--- src/hdl/psda_pkg.sv ---
// ---------------------------------------------------------------------------
// PWM-synchronised dual-point sample averager: shared definitions
// Widths, register codes, reset values and the queue entry type.
// ---------------------------------------------------------------------------
package psda_pkg;

   localparam int SAMPLE_BITS = 10;
   localparam int SUM_BITS    = SAMPLE_BITS + 8;
   localparam int TICK_BITS   = 16;
   localparam int PER_BITS    = 8;

   localparam int REQ_DATA_W  = ((SAMPLE_BITS + 7) / 8) * 8;
   localparam int RSP_DATA_W  = ((1 + 2 * SAMPLE_BITS + 7) / 8) * 8;
   localparam int CSR_DATA_W  = 16;
   localparam int CSR_IDX_W   = 3;

   localparam int QUEUE_DEPTH = 4;
   localparam int QPTR_W      = $clog2(QUEUE_DEPTH);
   localparam int QCNT_W      = $clog2(QUEUE_DEPTH + 1);
   localparam int DIV_CNT_W   = $clog2(SUM_BITS);

   localparam logic [CSR_IDX_W-1:0] REG_PERIOD_TICKS  = 3'd0;
   localparam logic [CSR_IDX_W-1:0] REG_ON_TICKS      = 3'd1;
   localparam logic [CSR_IDX_W-1:0] REG_EARLY_TICK    = 3'd2;
   localparam logic [CSR_IDX_W-1:0] REG_LATE_TICK     = 3'd3;
   localparam logic [CSR_IDX_W-1:0] REG_PERIODS_AVG   = 3'd4;

   localparam logic [TICK_BITS-1:0] RST_PERIOD_TICKS  = 16'd20000;
   localparam logic [TICK_BITS-1:0] RST_ON_TICKS      = 16'd2000;
   localparam logic [TICK_BITS-1:0] RST_EARLY_TICK    = 16'd200;
   localparam logic [TICK_BITS-1:0] RST_LATE_TICK     = 16'd1399;
   localparam logic [PER_BITS-1:0]  RST_PERIODS_AVG   = 8'd10;

   typedef struct packed {
      logic                pwm;
      logic                avg_valid;
      logic [SUM_BITS-1:0] early_sum;
      logic [SUM_BITS-1:0] late_sum;
      logic [PER_BITS-1:0] divisor;
   } entry_type;

   typedef struct packed {
      logic              full;
      logic              empty;
      logic [QCNT_W-1:0] count;
   } queue_status_type;

endpackage

--- src/hdl/psda_front.sv ---
// ---------------------------------------------------------------------------
// Front end: configuration registers and tick classification
// Tracks the tick position, drives the PWM level, accumulates the two
// sample points and marks the tick on which an average is due.
// ---------------------------------------------------------------------------
module psda_front
   import psda_pkg::*;
(
   input  logic                   clock,
   input  logic                   reset,
   input  logic                   csr_we,
   input  logic [CSR_IDX_W-1:0]   csr_index,
   input  logic [CSR_DATA_W-1:0]  csr_wdata,
   input  logic                   tick_valid,
   input  logic [SAMPLE_BITS-1:0] tick_sample,
   input  logic                   queue_full,
   output logic                   tick_ready,
   output logic                   push,
   output entry_type              push_entry
);

   logic [TICK_BITS-1:0] period_ff, on_ff, early_tick_ff, late_tick_ff;
   logic [PER_BITS-1:0]  periods_ff;
   logic [TICK_BITS-1:0] count_ff, count_in;
   logic [SUM_BITS-1:0]  early_sum_ff, early_sum_in;
   logic [SUM_BITS-1:0]  late_sum_ff, late_sum_in;
   logic [PER_BITS-1:0]  pcount_ff, pcount_in;

   logic [TICK_BITS-1:0] count_eff;
   logic [TICK_BITS:0]   count_next;
   logic [PER_BITS-1:0]  divisor;
   logic [PER_BITS-1:0]  pcount_inc;
   logic [SUM_BITS-1:0]  early_acc, late_acc;
   logic                 early_hit, late_hit, done;

   assign tick_ready = !queue_full;
   assign push       = tick_valid && tick_ready;

   always_comb begin
      count_eff  = (count_ff >= period_ff) ? '0 : count_ff;
      divisor    = (periods_ff == '0) ? PER_BITS'(1) : periods_ff;
      early_hit  = (count_eff == early_tick_ff);
      late_hit   = (count_eff == late_tick_ff);
      early_acc  = early_hit ? early_sum_ff + SUM_BITS'(tick_sample) : early_sum_ff;
      late_acc   = late_hit ? late_sum_ff + SUM_BITS'(tick_sample) : late_sum_ff;
      pcount_inc = late_hit ? pcount_ff + PER_BITS'(1) : pcount_ff;
      done       = late_hit && (pcount_inc >= divisor);
      count_next = {1'b0, count_eff} + (TICK_BITS + 1)'(1);

      push_entry.pwm       = (count_eff < on_ff);
      push_entry.avg_valid = done;
      push_entry.early_sum = early_acc;
      push_entry.late_sum  = late_acc;
      push_entry.divisor   = divisor;

      count_in     = count_ff;
      early_sum_in = early_sum_ff;
      late_sum_in  = late_sum_ff;
      pcount_in    = pcount_ff;
      if (push) begin
         count_in     = (count_next >= {1'b0, period_ff}) ? '0 : count_next[TICK_BITS-1:0];
         early_sum_in = done ? '0 : early_acc;
         late_sum_in  = done ? '0 : late_acc;
         pcount_in    = done ? '0 : pcount_inc;
      end
   end

   always_ff @(posedge clock) begin
      if (reset) begin
         period_ff     <= RST_PERIOD_TICKS;
         on_ff         <= RST_ON_TICKS;
         early_tick_ff <= RST_EARLY_TICK;
         late_tick_ff  <= RST_LATE_TICK;
         periods_ff    <= RST_PERIODS_AVG;
         count_ff      <= '0;
         early_sum_ff  <= '0;
         late_sum_ff   <= '0;
         pcount_ff     <= '0;
      end else begin
         count_ff     <= count_in;
         early_sum_ff <= early_sum_in;
         late_sum_ff  <= late_sum_in;
         pcount_ff    <= pcount_in;
         if (csr_we) begin
            unique case (csr_index)
               REG_PERIOD_TICKS: period_ff     <= csr_wdata;
               REG_ON_TICKS:     on_ff         <= csr_wdata;
               REG_EARLY_TICK:   early_tick_ff <= csr_wdata;
               REG_LATE_TICK:    late_tick_ff  <= csr_wdata;
               REG_PERIODS_AVG:  periods_ff    <= csr_wdata[PER_BITS-1:0];
               default: ;
            endcase
         end
      end
   end

endmodule

--- src/hdl/psda_queue.sv ---
// ---------------------------------------------------------------------------
// Classified-tick queue
// A short first-in first-out buffer between the front and back ends.
// ---------------------------------------------------------------------------
module psda_queue
   import psda_pkg::*;
(
   input  logic             clock,
   input  logic             reset,
   input  logic             push,
   input  entry_type        push_entry,
   input  logic             pop,
   output entry_type        head,
   output queue_status_type status
);

   entry_type         slot_ff [QUEUE_DEPTH];
   logic [QPTR_W-1:0] wptr_ff, wptr_in, rptr_ff, rptr_in;
   logic [QCNT_W-1:0] count_ff, count_in;

   always_comb begin
      head         = slot_ff[rptr_ff];
      status.count = count_ff;
      status.full  = (count_ff == QCNT_W'(QUEUE_DEPTH));
      status.empty = (count_ff == '0);
      wptr_in      = push ? wptr_ff + QPTR_W'(1) : wptr_ff;
      rptr_in      = pop ? rptr_ff + QPTR_W'(1) : rptr_ff;
      count_in     = count_ff + QCNT_W'(push) - QCNT_W'(pop);
   end

   always_ff @(posedge clock) begin
      if (reset) begin
         wptr_ff  <= '0;
         rptr_ff  <= '0;
         count_ff <= '0;
      end else begin
         wptr_ff  <= wptr_in;
         rptr_ff  <= rptr_in;
         count_ff <= count_in;
      end
   end

   always_ff @(posedge clock) begin
      if (push) begin
         slot_ff[wptr_ff] <= push_entry;
      end
   end

endmodule

--- src/hdl/psda_back.sv ---
// ---------------------------------------------------------------------------
// Back end: averaging divider and result register
// Emits one result per classified tick and runs a bit-serial divider for
// the ticks that complete an average.
// ---------------------------------------------------------------------------
module psda_back
   import psda_pkg::*;
(
   input  logic                   clock,
   input  logic                   reset,
   input  entry_type              head,
   input  logic                   queue_empty,
   output logic                   pop,
   output logic                   rsp_tvalid,
   input  logic                   rsp_tready,
   output logic                   rsp_pwm,
   output logic                   rsp_avg_valid,
   output logic [SAMPLE_BITS-1:0] rsp_avg_early,
   output logic [SAMPLE_BITS-1:0] rsp_avg_late
);

   localparam logic [1:0] S_IDLE = 2'd0;
   localparam logic [1:0] S_DIV  = 2'd1;
   localparam logic [1:0] S_EMIT = 2'd2;

   logic [1:0]             state_ff, state_in;
   logic                   tvalid_ff, tvalid_in;
   logic                   pwm_ff, pwm_in;
   logic                   avg_valid_ff, avg_valid_in;
   logic [SAMPLE_BITS-1:0] hold_early_ff, hold_early_in;
   logic [SAMPLE_BITS-1:0] hold_late_ff, hold_late_in;
   logic                   job_pwm_ff, job_pwm_in;
   logic [PER_BITS-1:0]    div_ff, div_in;
   logic [SUM_BITS-1:0]    quo_e_ff, quo_e_in, quo_l_ff, quo_l_in;
   logic [PER_BITS-1:0]    rem_e_ff, rem_e_in, rem_l_ff, rem_l_in;
   logic [DIV_CNT_W-1:0]   step_ff, step_in;

   logic                   out_free;
   logic [PER_BITS:0]      sh_e, sh_l;
   logic                   ge_e, ge_l;

   assign rsp_tvalid    = tvalid_ff;
   assign rsp_pwm       = pwm_ff;
   assign rsp_avg_valid = avg_valid_ff;
   assign rsp_avg_early = hold_early_ff;
   assign rsp_avg_late  = hold_late_ff;

   always_comb begin
      out_free = !tvalid_ff || rsp_tready;
      sh_e     = {rem_e_ff, quo_e_ff[SUM_BITS-1]};
      sh_l     = {rem_l_ff, quo_l_ff[SUM_BITS-1]};
      ge_e     = (sh_e >= {1'b0, div_ff});
      ge_l     = (sh_l >= {1'b0, div_ff});

      state_in      = state_ff;
      tvalid_in     = tvalid_ff && !rsp_tready;
      pwm_in        = pwm_ff;
      avg_valid_in  = avg_valid_ff;
      hold_early_in = hold_early_ff;
      hold_late_in  = hold_late_ff;
      job_pwm_in    = job_pwm_ff;
      div_in        = div_ff;
      quo_e_in      = quo_e_ff;
      quo_l_in      = quo_l_ff;
      rem_e_in      = rem_e_ff;
      rem_l_in      = rem_l_ff;
      step_in       = step_ff;
      pop           = 1'b0;

      unique case (state_ff)
         S_IDLE: begin
            if (!queue_empty && out_free) begin
               pop = 1'b1;
               if (head.avg_valid) begin
                  job_pwm_in = head.pwm;
                  div_in     = head.divisor;
                  quo_e_in   = head.early_sum;
                  quo_l_in   = head.late_sum;
                  rem_e_in   = '0;
                  rem_l_in   = '0;
                  step_in    = '0;
                  state_in   = S_DIV;
               end else begin
                  tvalid_in    = 1'b1;
                  pwm_in       = head.pwm;
                  avg_valid_in = 1'b0;
               end
            end
         end
         S_DIV: begin
            rem_e_in = ge_e ? PER_BITS'(sh_e - {1'b0, div_ff}) : sh_e[PER_BITS-1:0];
            rem_l_in = ge_l ? PER_BITS'(sh_l - {1'b0, div_ff}) : sh_l[PER_BITS-1:0];
            quo_e_in = {quo_e_ff[SUM_BITS-2:0], ge_e};
            quo_l_in = {quo_l_ff[SUM_BITS-2:0], ge_l};
            step_in  = step_ff + DIV_CNT_W'(1);
            if (step_ff == DIV_CNT_W'(SUM_BITS - 1)) begin
               state_in = S_EMIT;
            end
         end
         S_EMIT: begin
            if (out_free) begin
               tvalid_in     = 1'b1;
               pwm_in        = job_pwm_ff;
               avg_valid_in  = 1'b1;
               hold_early_in = quo_e_ff[SAMPLE_BITS-1:0];
               hold_late_in  = quo_l_ff[SAMPLE_BITS-1:0];
               state_in      = S_IDLE;
            end
         end
         default: begin
            state_in = S_IDLE;
         end
      endcase
   end

   always_ff @(posedge clock) begin
      if (reset) begin
         state_ff      <= S_IDLE;
         tvalid_ff     <= 1'b0;
         hold_early_ff <= '0;
         hold_late_ff  <= '0;
      end else begin
         state_ff      <= state_in;
         tvalid_ff     <= tvalid_in;
         hold_early_ff <= hold_early_in;
         hold_late_ff  <= hold_late_in;
      end
   end

   always_ff @(posedge clock) begin
      pwm_ff       <= pwm_in;
      avg_valid_ff <= avg_valid_in;
      job_pwm_ff   <= job_pwm_in;
      div_ff       <= div_in;
      quo_e_ff     <= quo_e_in;
      quo_l_ff     <= quo_l_in;
      rem_e_ff     <= rem_e_in;
      rem_l_ff     <= rem_l_in;
      step_ff      <= step_in;
   end

endmodule

--- src/hdl/pwm_synced_dual_point_sample_averager.sv ---
// ---------------------------------------------------------------------------
// PWM-synchronised dual-point sample averager
// Every request item is one timer tick carrying a converter sample. The
// block drives the PWM level for that tick, accumulates samples at an
// early and a late point of each period and, after the programmed number
// of periods, returns the two averages. One response item per request.
//
// The csr_ port writes the five registers at any edge with csr_we high;
// the user must use it only while the block is idle, which the block does
// not enforce. A plain tick is accepted every cycle while the queue has
// space and reaches rsp_ through a queue slot and the response register.
// A tick that completes an average also passes the one-bit-per-cycle
// divider in the back end; a four-entry queue absorbs the following ticks,
// and req_tready drops only when that queue is full. When the receiver
// stalls, the response register holds and the queue fills, then req_tready
// falls. Synchronous reset restores the register defaults and clears the
// tick position, sums, period count, averages, queue and response valid.
// ---------------------------------------------------------------------------
module pwm_synced_dual_point_sample_averager
   import psda_pkg::*;
(
   input  logic                  clock,
   input  logic                  reset,
   input  logic                  csr_we,
   input  logic [CSR_IDX_W-1:0]  csr_index,
   input  logic [CSR_DATA_W-1:0] csr_wdata,
   input  logic                  req_tvalid,
   output logic                  req_tready,
   input  logic [REQ_DATA_W-1:0] req_tdata,   // adc_sample
   output logic                  rsp_tvalid,
   input  logic                  rsp_tready,
   output logic [RSP_DATA_W-1:0] rsp_tdata,   // pwm_out, avg_early, avg_late
   output logic                  rsp_tuser    // avg_valid
);

   logic                   push, pop;
   entry_type              push_entry, head;
   queue_status_type       qstat;
   logic                   rsp_pwm;
   logic [SAMPLE_BITS-1:0] rsp_avg_early, rsp_avg_late;

   psda_front u_front (
      .clock       (clock),
      .reset       (reset),
      .csr_we      (csr_we),
      .csr_index   (csr_index),
      .csr_wdata   (csr_wdata),
      .tick_valid  (req_tvalid),
      .tick_sample (req_tdata[SAMPLE_BITS-1:0]),
      .queue_full  (qstat.full),
      .tick_ready  (req_tready),
      .push        (push),
      .push_entry  (push_entry)
   );

   psda_queue u_queue (
      .clock      (clock),
      .reset      (reset),
      .push       (push),
      .push_entry (push_entry),
      .pop        (pop),
      .head       (head),
      .status     (qstat)
   );

   psda_back u_back (
      .clock         (clock),
      .reset         (reset),
      .head          (head),
      .queue_empty   (qstat.empty),
      .pop           (pop),
      .rsp_tvalid    (rsp_tvalid),
      .rsp_tready    (rsp_tready),
      .rsp_pwm       (rsp_pwm),
      .rsp_avg_valid (rsp_tuser),
      .rsp_avg_early (rsp_avg_early),
      .rsp_avg_late  (rsp_avg_late)
   );

   assign rsp_tdata = {{(RSP_DATA_W - 1 - 2 * SAMPLE_BITS){1'b0}},
                       rsp_avg_late, rsp_avg_early, rsp_pwm};

   a_no_overflow: assert property (@(posedge clock) disable iff (reset)
      push |-> !qstat.full)
      else $error("item pushed into a full queue");

   a_no_underflow: assert property (@(posedge clock) disable iff (reset)
      pop |-> !qstat.empty)
      else $error("item popped from an empty queue");

   a_count_tracks: assert property (@(posedge clock) disable iff (reset)
      (push && !pop) |=> (qstat.count == $past(qstat.count) + QCNT_W'(1)))
      else $error("queue fill count out of step with pushes");

   a_ready_from_queue: assert property (@(posedge clock) disable iff (reset)
      req_tready == !qstat.full)
      else $error("request ready does not follow queue space");

endmodule

--- config.mk ---
export PLATFORM = sky130hd
export DESIGN_NAME = pwm_synced_dual_point_sample_averager
export DESIGN_NICKNAME = d
export VERILOG_FILES = /design/src/hdl/psda_pkg.sv /design/src/hdl/psda_front.sv /design/src/hdl/psda_queue.sv /design/src/hdl/psda_back.sv /design/src/hdl/pwm_synced_dual_point_sample_averager.sv
export SDC_FILE = /design/constraint.sdc
export NUM_CORES = 1
export LEC_CHECK = 0
export ABC_CLOCK_PERIOD_IN_PS = 7440
export BUFFER_PORTS_ARGS = -buffer_cell sky130_fd_sc_hd__buf_2
export CORE_UTILIZATION = 45
export CTS_CLUSTER_DIAMETER = 40
export CTS_CLUSTER_SIZE = 25
export DETAILED_ROUTE_END_ITERATION = 10
export GPL_TIMING_DRIVEN = 0
export PLACE_DENSITY_LB_ADDON = 0.25
export SETUP_SLACK_MARGIN = 0.15
export SLEW_MARGIN = 20
export SYNTH_ARGS = -nofsm -noshare
export SYNTH_HDL_FRONTEND = slang
export SYNTH_SLANG_ARGS = --single-unit
export TNS_END_PERCENT = 20
--- constraint.sdc ---
create_clock -name clock -period 7.44 [get_ports clock]
set_clock_uncertainty 0.1 [all_clocks]
set_input_delay 0.372 -clock clock [delete_from_list [all_inputs] [get_ports clock]]
set_output_delay 0.372 -clock clock [all_outputs]
set_load 0.03 [all_outputs]
==> flow_metrics.py <==
metrics = {
    "power": {
        "leakage_nw": 8.89,
        "clkPwrFrac_pct": 36.1,
        "power.density_nw_per_um2": 326,
        "peakVddDrop_mv": 0.240,
        "swShare_pct": 30.9,
        "p_int_mw": 5.40,
        "combPwrFrac_pct": 24.4,
        "pwr-share-seq_pct": 39.5,
        "power_switching_mw": 2.41,
    },
    "timing": {
        "setup_ws_ns": 0.675,
        "setup_viol": 0,
        "max-slew-margin-rel_pct": 29.3,
        "grt_setup_unrepaired": "no",
        "max_freq_mhz": 148,
        "tns_ns": 0,
        "worst_pin_slew_ns": 1.05,
        "period_minus_slack_ns": 6.77,
        "min_period_over_period_pct": 90.9,
        "maxSlewViolCount": 0,
        "hold_viol_final": 0,
    },
    "outcome": {
        "status": "completed",
    },
    "layout": {
        "final_cell_mix": "nand2_1, edfxtp_1, dfxtp_1",
        "antenna_cells": 0,
        "final_common_cell": "nand2_1",
        "final_nets": 2142,
        "syn2layout_area_growth_pct": 16.6,
        "drive_above_1_share_pct": 15.6,
    },
    "min_path": {
        "holdCritPathClass": "in2reg",
        "hp-start": "rsp_tready",
    },
    "clock_tree": {
        "cts_tree": "built",
        "cts.clk_slew.worst_paths_ns": 0.06,
        "cts_buffer_depth": 3,
        "root_buffer": "clkbuf_16",
        "clock_latency_ns": 0.61,
        "clock-sinks": 416,
        "ctsHtreeMaxLevel": 2,
        "cts_made_buffers": 57,
    },
    "logic_synthesis": {
        "yosys.cell_types.count": 86,
        "synth_edf_count": 252,
        "avgSynthCellArea_um2": 11.1,
        "synth_cells": 1859,
        "ys_seq_elements": 416,
        "async_reset_ff_share_pct": 0,
        "synth_top_flop_cell": "edfxtp_1",
        "syn-cell-area_um2": 20600,
        "yosysSeqAreaShare_pct": 52.7,
        "synthesis.yosys.warnings": 0,
    },
    "worst_setup_path": {
        "required_ns": 7.85,
        "endpoint_kind": "flop",
        "startpoint": "u_front.count_ff[0]$_SDFFE_PP0P_",
        "start_kind": "flop",
        "cp_slowest_cell": "dfxtp_1",
        "arrival_ns": 7.18,
        "rrSetupSlack_ns": 0.67,
        "max_stage_delay_ns": 0.51,
        "cp_max_fo": 10,
        "r2r-start": "u_front.count_ff[0]$_SDFFE_PP0P_",
        "crit_type": "reg2reg",
    },
    "drt": {
        "dr.pass1.iters": 7,
        "vias": 15000,
        "post_drt_wl_per_cell_um": 20.2,
        "drt_wl_total_mm": 53.5,
        "ant_nets": 0,
        "drt_iter0_markers": 1006,
        "drc": 0,
        "routed_via_density": 5.66,
    },
    "placement": {
        "hpwl_mm": 38.0,
        "portBuffers": 57,
        "place_ws_ns": 0.797,
        "routabilityCongestion": 0.892,
    },
    "floorplan": {
        "die_y_um": 216,
        "initial_utilization_pct": 45.5,
        "ios": 67,
        "dieArea_um2": 46600,
        "dieWidth_um": 216,
        "rows": 78,
        "core-area_um2": 45300,
    },
    "global_route": {
        "grt_max_degree": 41,
        "grt.overflow.total": 0,
        "track_usage_pct": 23.2,
        "grt_pass1_wl_mm": 83.4,
        "antenna_found_initial": 0,
        "grt_pass1_vias": 14900,
    },
    "run": {
        "max_cap_violations": 0,
    },
}
logic make-up (layout without fill, tap and decap cells):
group                    count (synthesis)  count (layout)  share of synthesized area [%]
AND/OR/NAND/NOR                        608             608                           14.0
other                                    1               3                         0.0182
adder cells (fa/ha/maj)                105             105                           6.55
flip-flops                             416             416                           52.7
XOR/XNOR                                84              84                           3.61
buffers and inverters                  190             374                           3.81
multiplexers                           100             100                           7.98
AO/OA/AOI/OAI                          355             355                           11.3
through the flow:
step | power, mW | area (µm²) | cells | hold slack (ns) | utilization [%]
CTS | 7.89 | 24000 | 2645 | 0.00911 | 53.0
detailed placement | 5.04 | 21800 | 2523 | 0.344 | 48.2
global placement | 4.95 | 21600 | 2518 | 0.342 | 47.8
global route | 8.19 | 24000 | 2645 | 0.0481 | 53.0
floorplan | 4.45 | 20600 | 1861 | 0.336 | -
finish | 7.82 | 24000 | 2645 | 0.0498 | 53.0
area by class of cell:
class,instances,area [µm²]
Fill cell,4001,21300
Sequential cell,416,10900
Multi-Input combinational cell,1255,9010
Clock buffer,68,1550
Tap cell,600,751
Timing Repair Buffer,78,583
Buffer,110,484
Clock inverter,38,477
Inverter,80,300
worst max-delay path, delay by kind of cell, from the launching register on:
family | cells | cell delay [ns]
fa+ha+maj | 3 | 0.86
simple gates | 10 | 2.02
buf+inv | 5 | 1.26
compound gates | 7 | 1.70
flops | 1 | 0.51
xor+xnor | 1 | 0.18
routing by layer:
layer | GRT usage [%] | part of all wire, % | vias to the layer above
met1 | 29.9 | 42 | 7298
met4 | 11.0 | 4.3 | 0
li1 | - | - | 7094
met5 | 0 | 0 | -
met3 | 2.89 | 5.2 | 124
met2 | 38.8 | 48 | 451
sequential cells by signal (all words and copies together), names as in the netlist, 3 cells and up, named ones only:
| register | count |
|---|---|
| u_queue.slot_ff | 184 |
| u_back.quo_e_ff | 18 |
| u_back.quo_l_ff | 18 |
| u_front.early_sum_ff | 18 |
| u_front.late_sum_ff | 18 |
| u_front.count_ff | 16 |
| u_front.early_tick_ff | 16 |
| u_front.late_tick_ff | 16 |
| u_front.on_ff | 16 |
| u_front.period_ff | 16 |
| u_back.rsp_avg_early | 10 |
| u_back.rsp_avg_late | 10 |
| u_back.div_ff | 8 |
| u_back.rem_e_ff | 8 |
| u_back.rem_l_ff | 8 |
| u_front.pcount_ff | 8 |
| u_front.periods_ff | 8 |
| u_back.step_ff | 5 |
| u_queue.count_ff | 3 |
power by group through the flow:
stage	Sequential, mW	Combinational, mW	Clock [mW]
3_3_place_gp	3.16	1.79	0
2_1_floorplan	3.13	1.31	0
5_1_grt	3.12	2.10	2.97
6_report	3.09	1.91	2.82
3_5_place_dp	3.14	1.91	0
4_1_cts	3.09	1.93	2.87
cell usage after synthesis, drive strengths merged (5+ instances only):
cell | n | area share (%)
nand3b | 10 | 0.36
a31oi | 9 | 0.27
mux2 | 53 | 2.9
dfxtp | 164 | 16
o211ai | 25 | 0.96
o31ai | 11 | 0.40
mux4 | 46 | 5.0
edfxtp | 252 | 37
o2111ai | 5 | 0.24
and2 | 13 | 0.39
a211o | 6 | 0.26
o31a | 5 | 0.21
fa | 5 | 0.49
nor3 | 22 | 0.61
buf | 28 | 0.86
nand2b | 13 | 0.39
nor4 | 19 | 0.71
a21oi | 134 | 3.3
a211oi | 14 | 0.60
nand2 | 258 | 4.7
and3 | 17 | 0.52
clkbuf | 82 | 1.5
inv | 80 | 1.5
nor2b | 17 | 0.52
xor2 | 31 | 1.4
a21o | 16 | 0.59
o21a | 16 | 0.58
o21ai | 59 | 1.4
o41ai | 6 | 0.33
or4 | 16 | 0.60
nand4 | 29 | 0.91
a22o | 14 | 0.60
nand3 | 62 | 1.5
nor2 | 117 | 2.2
xnor2 | 53 | 2.3
ha | 99 | 6.0
a21boi | 5 | 0.18
final timing paths:
kind                                                            end  depth (start not counted)
worst max register to register    u_front.count_ff[13]$_SDFFE_PP0P_                         26
worst min register to register  u_back.rsp_avg_late[5]$_SDFFE_PP0P_                          2
worst max-delay path              u_front.count_ff[13]$_SDFFE_PP0P_                         26
worst min-delay path                u_back.state_ff[1]$_SDFFE_PP0P_                          4
what timing repair did:
action,4_1_cts,5_1_grt
hold buffers,16,0
setup buffers,0,0
endpoints found under the hold margin,57,0
resized for setup,0,1
endpoints found under the setup margin,0,7
(Power assumes the default switching activity.)
